`src/design/vch_pkg.sv`:
```
// ----------------------------------------------------------------------------
// vch_pkg
// Shared types and constants of the voxel count histogram.
// ----------------------------------------------------------------------------
package vch_pkg;

	localparam int COORD_W     = 24;  // signed Q8.16 coordinate
	localparam int SCALE_W     = 16;  // unsigned Q8.8 reciprocal voxel size
	localparam int INDEX_SHIFT = 24;  // fraction bits of coordinate times scale
	localparam int CFG_IDX_W   = 2;
	localparam int CFG_DATA_W  = 16;

	localparam logic [CFG_IDX_W-1:0] CFG_XY_SCALE   = 2'd0;
	localparam logic [CFG_IDX_W-1:0] CFG_Z_SCALE    = 2'd1;
	localparam logic [CFG_IDX_W-1:0] CFG_ORDER_MODE = 2'd2;

	localparam logic [SCALE_W-1:0] XY_SCALE_RESET = 16'd25600;
	localparam logic [SCALE_W-1:0] Z_SCALE_RESET  = 16'd5120;

	localparam logic KIND_POINT = 1'b0;
	localparam logic KIND_DRAIN = 1'b1;

	localparam logic ORDER_ZXY = 1'b0;
	localparam logic ORDER_XYZ = 1'b1;

	typedef enum logic [2:0] {
		ST_CLEAR,
		ST_IDLE,
		ST_INDEX,
		ST_UPDATE,
		ST_SCAN_RD,
		ST_SCAN_CHK
	} vch_state_t;

endpackage

```
`src/design/vch_index.sv`:
```
// ----------------------------------------------------------------------------
// vch_index
// Coordinate to voxel digit: registered product, then truncation toward zero,
// window check and offset-binary digit.
// ----------------------------------------------------------------------------
module vch_index import vch_pkg::*; #(
	parameter int BITS = 5
) (
	input  logic                      clk,
	input  logic                      load,
	input  logic signed [COORD_W-1:0] coord,
	input  logic        [SCALE_W-1:0] scale,
	output logic        [BITS-1:0]    digit,
	output logic                      ok
);

	localparam int PW = COORD_W + SCALE_W + 1;
	localparam int QW = PW - INDEX_SHIFT;

	logic signed [PW-1:0] prod_s1;
	logic                 neg;
	logic        [PW-1:0] mag;
	logic        [QW-1:0] quot;
	logic        [QW-1:0] half;
	logic        [BITS-1:0] low;
	logic        [BITS-1:0] sval;

	always_ff @(posedge clk) begin
		if (load) begin
			prod_s1 <= PW'(coord) * PW'($signed({1'b0, scale}));
		end
	end

	always_comb begin
		neg   = prod_s1[PW-1];
		mag   = neg ? PW'(-prod_s1) : PW'(prod_s1);
		quot  = mag[PW-1:INDEX_SHIFT];
		half  = QW'(1) << (BITS - 1);
		// negative side reaches -half, positive side stops at half-1
		ok    = neg ? (quot <= half) : (quot < half);
		low   = quot[BITS-1:0];
		sval  = neg ? BITS'(-low) : low;
		digit = {~sval[BITS-1], sval[BITS-2:0]};
	end

endmodule

```
`config.mk`:
```
export PLATFORM = sky130hd
export DESIGN_NAME = vch_index
export DESIGN_NICKNAME = d
export VERILOG_FILES = /design/src/design/vch_pkg.sv /design/src/design/vch_index.sv
export SDC_FILE = /design/constraint.sdc
export NUM_CORES = 1
export LEC_CHECK = 0
export ABC_CLOCK_PERIOD_IN_PS = 21600
export BUFFER_PORTS_ARGS = -buffer_cell sky130_fd_sc_hd__buf_2
export CAP_MARGIN = 20
export CORE_MARGIN = 2
export CORE_UTILIZATION = 37
export DETAILED_ROUTE_END_ITERATION = 10
export GPL_ROUTABILITY_DRIVEN = 0
export GPL_TIMING_DRIVEN = 0
export SYNTH_ARGS = -nofsm -noshare
export SYNTH_HDL_FRONTEND = slang
export SYNTH_SLANG_ARGS = --single-unit
```
`constraint.sdc`:
```
create_clock -name clk -period 21.6 [get_ports clk]
set_clock_uncertainty 0.2 [all_clocks]
set_input_delay 4.32 -clock clk [delete_from_list [all_inputs] [get_ports clk]]
set_output_delay 4.32 -clock clk [all_outputs]
set_load 0.05 [all_outputs]
```
Word-level counts from Yosys, hierarchy flattened. Cells that the tools add are included.

Input port bits: 42. Flip-flop bits (word level): 41. Output and inout port bits: 6.

Bitwise operators: 1. Multiply operators: 1. Muxes and demuxes: 3. Add/sub/neg operators: 2. Order comparisons: 2.

Operators by type and width (count): 24-bit by 17-bit multiplier with 41-bit output (1); 41-bit two-way mux (1); 41-bit negator (1); 17-bit by 5-bit less-or-equal comparator with 1-bit output, second input constant (1); 17-bit by 5-bit less-than comparator with 1-bit output, second input constant (1); 5-bit two-way mux (1); 5-bit negator (1); 1-bit two-way mux (1); 1-bit NOT (1).

Longest topological paths before layout. Gate-level depths: netlist of run 1.

Word-level depth: 5. Depth in mapped cells: 24.

Least setup slack after synthesis of run 1. Ideal clock, no wire load.

Path kind: input-to-reg. Start: input coord[15]. End: register prod_s1[39], data pin. Buffers on the path: 2. Slack: 11.276 ns. Library setup time: 0.180 ns. Cell stages on the path: 21. Arrival: 9.944 ns. Path through: clkbuf_1 > nand2_1 > fa_1 > fa_1 > fa_1 > inv_1 > fa_1 > fa_1 > inv_1 > fa_1 > inv_1 > ha_1 > clkbuf_1 > nand3_1 > nor4_1 > a22oi_1 > a31oi_1 > a22oi_1 > o211a_1 > or2_1 > o311ai_1.

Cells in the longest elaborated chain, start to end: 1.

Ends and longest elaborated chain: start, declared (line vch_index.sv:11) `input logic signed [COORD_W-1:0] coord,`; 24-bit by 17-bit multiplier with 41-bit output (line vch_index.sv:30) `prod_s1 <= PW'(coord) * PW'($signed({1'b0, scale}));`; end signal, assigned (line vch_index.sv:30); end, declared (line vch_index.sv:20) `logic signed [PW-1:0] prod_s1;`.

No other way between the ends. A chain may end at the register's enable or synchronous reset.

Worst setup path in the final report of run 1.
Start: input scale[7]. End: register prod_s1[39], data pin.

Cells in the longest elaborated chain, start to end: 1.

Ends and longest elaborated chain: start, declared (line vch_index.sv:12) `input logic [SCALE_W-1:0] scale,`; 24-bit by 17-bit multiplier with 41-bit output (line vch_index.sv:30).

No other way between the ends.

==> results of run 1 <==
## cell families (layout without fill, tap and decap cells)
family                     Yosys count  count (layout)  share of synthesized area
AOI/OAI and AO/OA                  119             119                     0.0485
xor gates and xnor gates            45              45                     0.0251
adders and majority gates          479             479                      0.561
buffers and inverters              526             581                      0.126
DFF                                 41              41                     0.0783
muxes                                3               3                    0.00215
other                                0               2                          0
and+or+nand+nor                    513             513                      0.158
## cells in the mapped netlist (6+ instances only)
cell type  count  area, sq um
o21ai_1        8         40.0
nor4_1         7         43.8
nor3_1        14         70.1
xnor2_1       33          289
nor2_1        36          135
a211oi_1       7         52.6
ha_1         102         1280
and2_1       152          951
edfxtp_1      41         1230
a21oi_1       34          170
clkbuf_1      63          236
fa_1         377         7550
or3_1          6         37.5
o21ai_0       20          100
nand2_1      259          972
xor2_1        12          105
nand3_1        9         45.0
a21o_1         8         60.1
inv_1        461         1730
## critical path, stage by stage
cell and delay [ns]:
buf_2 0.20, clkbuf_1 0.74, and2_1 0.26, fa_1 0.41, inv_1 0.08, fa_1 0.44, fa_1 0.53, inv_1 0.06
fa_1 0.49, fa_1 0.49, inv_1 0.05, fa_1 0.55, inv_1 0.06, ha_1 0.27, clkbuf_1 0.26, nand3_1 0.15
nor4_1 0.28, a22oi_1 0.15, a31oi_1 0.41, a22oi_1 0.29, o211a_1 0.32, or2_1 0.28, o311ai_1 0.34
## cell type report
cell class,count,area (sq um),area share
diodes,2,5.00,0.000298
plain buffers,65,255,0.0152
clock buffers,5,125,0.00745
clock inverters,3,41.3,0.00246
inverters,461,1730,0.103
multi-input cells,1159,12500,0.744
flip-flops and latches,41,1230,0.0733
well taps,539,674,0.0401
repair buffers,47,235,0.0140
## layer usage
| metal | global-route usage | wire length [microns] |
|---|---|---|
| met1 | 0.268 | 17300 |
| met2 | 0.363 | 20800 |
| met3 | 0.0253 | 2730 |
| met4 | 0.0584 | 1320 |
| met5 | 0 | 0 |
## stage by stage
step           worst slack (ns)   util
2_1_floorplan             11.28      -
3_3_place_gp               9.84  0.396
3_5_place_dp               9.79  0.396
4_1_cts                   10.10  0.400
5_1_grt                    9.58  0.400
6_report                  10.05  0.400
## worst paths after layout
path / from / end / depth (start not counted)
max: scale[7] / prod_s1[39]$_DFFE_PP_ / 23
min: scale[0] / prod_s1[0]$_DFFE_PP_ / 2
==> flow_metrics.tcl, run 1 <==
set metrics [dict create \
    holdBufCountCts 0 \
    cts_setup_buffers 0 \
    worstMarginPinSlew_ns 0.944 \
    syn_area_per_cell_sq_um 9.11 \
    via_per_inst 5.00 \
    dp_cells 2312 \
    clkSlewWorstSetupHoldPaths_ns 0.07 \
    yosys_warnings 0 \
    design_area_sq_mm 0.0168 \
    die_w_microns 210 \
    nets 2301 \
    grt_pass1_vias 13000 \
    drc 0 \
    holdCritPathClass "input port to flop" \
    final_common_cell "inv_1" \
    core_area_sq_mm 0.0419 \
    crit_path_max_fanout 10 \
    portBuffers 47 \
    top_register "prod_s1" \
    grt_usage 0.207 \
    rows 75 \
    relSlewSlack 0.371 \
    rsz0062_at_grt "false" \
    wl_per_cell_microns 18.2 \
    synth_flop_cell "edfxtp_1" \
    finalCritPeriodShare 0.535 \
    first_iter_violations 803 \
    largest_reg_flops 41 \
    period_minus_slack_ns 11.55 \
    drive_gt1_frac 0.0354 \
    die-area_sq_mm 0.0441 \
    syn_inst 1726 \
    fmax_ghz 0.0866 \
    num_vias 11600 \
    critPathArrivalTime_ns 11.44 \
    cts_resized 0 \
    synth-seq-cells 41 \
    cts_tree "built" \
    synth_edf_count 41 \
    grt_pass1_wl_microns 70100 \
    die_h_microns 210 \
    cts_made_buffers 5 \
    status "complete, no violations" \
    fillers 4231 \
    fin_cells 2322 \
    ys_seq_area_frac 0.0783 \
    drv_slew 0 \
    syn_nets 2247 \
    path_class "input port to flop" \
    h-tree-depth 2 \
    largest_registers "prod_s1 (41)" \
    hold_slack_ns 4.24 \
    finalSetupTns_ns 0 \
    synth_area_sq_mm 0.0157 \
    cap_viol_max_count 0 \
    ios 48 \
    dp_hpwl_microns 35700 \
    crit_required_ns 21.49 \
    ys_types 57 \
    critPathLaunchType "input port" \
    grt_max_degree 42 \
    cts_sinks 41 \
    async_reset_ff_frac 0 \
    post_dp_cell_area_sq_mm 0.0166 \
    area_growth_pct 6.88 \
    detail_route.first_pass.iterations 5 \
    antenna_found_initial 3 \
    endpoint_kind "flop" \
    hold_viol 0 \
    start_util 0.375 \
    drtAntennaViolNets 0 \
    clockBufferDepth 2 \
    cts-root-buf "clkbuf_16" \
    final_cell_mix "461 x inv_1, 377 x fa_1, 259 x nand2_1, 152 x and2_1, 102 x ha_1" \
    wl_microns 42200 \
    finalSetupViolCount 0 \
    grt-ovfl-total 0 \
]
Power of run 1 is left out: the tool's default activity adds up to more than one toggle a clock period on the data nets, which glitch-free logic cannot reach.
==> run 2, diff against run 1 <==
--- a/config.mk
+++ b/config.mk
@@ -5,7 +5,8 @@
 export SDC_FILE = /design/constraint.sdc
 export NUM_CORES = 1
 export LEC_CHECK = 0
-export ABC_CLOCK_PERIOD_IN_PS = 21600
+export ABC_AREA = 1
+export ABC_CLOCK_PERIOD_IN_PS = 10000
 export BUFFER_PORTS_ARGS = -buffer_cell sky130_fd_sc_hd__buf_2
 export CAP_MARGIN = 20
 export CORE_MARGIN = 2
==> constraint.sdc (replaced) <==
create_clock -name clk -period 10 [get_ports clk]
set_clock_uncertainty 0.2 [all_clocks]
set_input_delay 2 -clock clk [delete_from_list [all_inputs] [get_ports clk]]
set_output_delay 2 -clock clk [all_outputs]
set_load 0.05 [all_outputs]
==> run 2 against run 1 <==
Net effect: wire length is 16% higher; core utilization shrank 0.093 points; worst hold slack worse by 2.3 ns; synthesized cell count up 29%; count of clock-buffer cells in the layout unchanged; first-iteration DRC count grew 16%; die area increased by 9.2%; area after synthesis is 9.4% higher; critical endpoint unchanged; largest cell class unchanged; non-clock buffer count decreased by 4; flip-flop and latch count unchanged; setup slack worse by 8.6 ns.
==> flow_metrics.tcl, run 2 <==
set metrics [dict create \
    grt_usage 0.216 \
    area_growth_pct 5.91 \
    rsz0062_at_grt "false" \
    yosys-top-cells-area "fa_1 44%, inv_1 15%, nand2_1 12%" \
    syn_inst 2226 \
    via_per_inst 4.82 \
    startpoint "scale[4]" \
    regArea_sq_mm 0.00123 \
    grt-ovfl-total 0 \
    yosysMostFrequentCell "inv_1" \
    die_h_microns 220 \
    syn_area_per_cell_sq_um 7.72 \
    num_antenna_cells 0 \
    cts_resized 0 \
    grt_max_degree 42 \
    crit_chain "buf_2 -> clkbuf_1 -> nand2_1 -> fa_1 -> fa_1 -> inv_1 -> fa_1 -> fa_1 -> fa_1 -> inv_1 -> fa_1 -> inv_1 -> ha_1 -> a21oi_1 -> nor2_1 -> a211oi_1 -> o21ai_0 -> a21oi_1 -> nand3_1 -> xor2_1" \
    ys_types 38 \
    drive_gt1_frac 0.0390 \
    finalSetupViolCount 0 \
    crit_required_ns 9.82 \
    drv_slew 0 \
    crit_path_max_fanout 10 \
    cts_tree "built" \
    ys_seq_area_frac 0.0716 \
    num_vias 13800 \
    cpMostUsedCell "fa_1" \
    finalSetupTns_ns 0 \
    synth_fa_ha_area_frac 0.513 \
    period_minus_slack_ns 8.56 \
    hp-start "scale[0]" \
    clockBufferDepth 2 \
    synth_compound_area_frac 0.0371 \
    rows 78 \
    drc 0 \
    grt_pass1_vias 15100 \
    die-area_sq_mm 0.0482 \
    holdCritPathClass "input port to flop" \
    nets 2777 \
    cap_viol_max_count 0 \
    finalCritPeriodShare 0.856 \
    finalWorstSetupSlack_ns 1.44 \
    synth_flop_cell "edfxtp_1" \
    syn_nets 2747 \
    wl_per_cell_microns 17.2 \
    core_area_sq_mm 0.0456 \
    dp_cells 2849 \
    synth_common_cells "685 x inv_1, 565 x nand2_1, 377 x fa_1" \
    antenna_found_initial 0 \
    first_iter_violations 928 \
    hold_viol 0 \
    cpMaxStageDelayCell "fa_1" \
    cts_setup_buffers 0 \
    multi_input_area_sq_mm 0.0130 \
    cts_sinks 41 \
    slowest_delay_ns 0.78 \
    path_class "input port to flop" \
    critPathLaunchType "input port" \
    wl_microns 49100 \
    die_w_microns 220 \
    async_reset_ff_frac 0 \
    ios 48 \
    dp_hpwl_microns 42300 \
    yosys_warnings 0 \
    cts-root-buf "clkbuf_16" \
    grt_pass1_wl_microns 79900 \
    fin_cells 2857 \
    largest_reg_flops 41 \
    synth_top_cell_by_area "fa_1" \
    fin_util 0.400 \
    synth_edf_count 41 \
    relSlewSlack 0.377 \
    synth-seq-cells 41 \
    detail_route.first_pass.iterations 6 \
    status "complete, no violations" \
    final_cell_mix "685 x inv_1, 565 x nand2_1, 377 x fa_1, 102 x nor2_1, 102 x ha_1" \
    portBuffers 23 \
    drtAntennaViolNets 0 \
    fillers 4687 \
    pre_cts_slack_ns 1.22 \
    synth_area_sq_mm 0.0172 \
    final_common_cell "inv_1" \
    synth_mux_area_frac 0 \
    fmax_ghz 0.117 \
    cts_made_buffers 5 \
    holdBufCountCts 0 \
    largest_registers "prod_s1 (41)" \
    synth_largest_type_area_fraction 0.439 \
    h-tree-depth 2 \
    synth_xor_area_frac 0.0218 \
    endpoint_kind "flop" \
    start_util 0.377 \
    clkSlewWorstSetupHoldPaths_ns 0.06 \
    worstMarginPinSlew_ns 0.935 \
    yosys.area_share.simple 0.186 \
    crit_path_end "prod_s1[39]$_DFFE_PP_" \
    critPathArrivalTime_ns 8.38 \
    synth_top_family_by_area "adder cells" \
    top_register "prod_s1" \
    holdPathStages 3 \
]
[run 2: cell types whose count changed in the layout (fill, tap and decap cells not counted), sizes merged, moves of 11 or more]
cell / previous run / this run
xnor2: 33 / 14
nor2: 36 / 119
and2: 152 / 0
clkbuf: 68 / 86
inv: 461 / 692
nand3: 10 / 54
xor2: 12 / 28
buf: 49 / 27
nand4: 5 / 16
nand2: 259 / 578
o21ai: 28 / 40
[run 2: area by class of cell]
class | instances | share of cell area
Buffer | 85 | 0.0182
Timing Repair Buffer | 23 | 0.00632
Clock buffer | 5 | 0.00687
Tap cell | 600 | 0.0412
Inverter | 691 | 0.142
Sequential cell | 41 | 0.0676
Multi-Input combinational cell | 1409 | 0.716
Clock inverter | 3 | 0.00137
[run 2: kinds of logic (layout without fill, tap and decap cells)]
group | Yosys count | in the layout
XOR/XNOR | 42 | 42
adder cells (fa/ha/maj) | 479 | 479
AO/OA/AOI/OAI | 109 | 109
flip-flops | 41 | 41
AND/OR/NAND/NOR | 779 | 779
buffers and inverters | 776 | 807
[run 2: worst min-delay path by stage]
stage | to | slack [ns]
global placement | prod_s1[0]$_DFFE_PP_ | 2.18
floorplan | prod_s1[0]$_DFFE_PP_ | 1.91
global route | prod_s1[0]$_DFFE_PP_ | 1.92
finish | prod_s1[0]$_DFFE_PP_ | 1.89
detailed placement | prod_s1[0]$_DFFE_PP_ | 2.18
CTS | prod_s1[0]$_DFFE_PP_ | 1.89
[run 2: metrics by stage]
stage	hold WS (ns)	cell area, sq um
4_1_cts	1.89	18200
5_1_grt	1.92	18200
2_1_floorplan	1.91	17200
3_3_place_gp	2.18	18100
6_report	1.89	18200
3_5_place_dp	2.18	18100
[run 2: worst max-delay path: cells and delay by family]
kind                       cells  cell delay (ns)
AOI/OAI and AO/OA              4             0.92
and+or+nand+nor                3             0.38
xor gates and xnor gates       1             0.18
buffers and inverters          5             1.30
adders and majority gates      7             3.59
[run 2: routing by layer]
metal  vias up  track usage  share of wire
met5         -            0              0
met4         0       0.0689          0.035
met3       100       0.0483          0.081
met2       491        0.370           0.47
met1      6810        0.271           0.41
li1       6361            -              -
Power of run 2 is left out for the same reason.
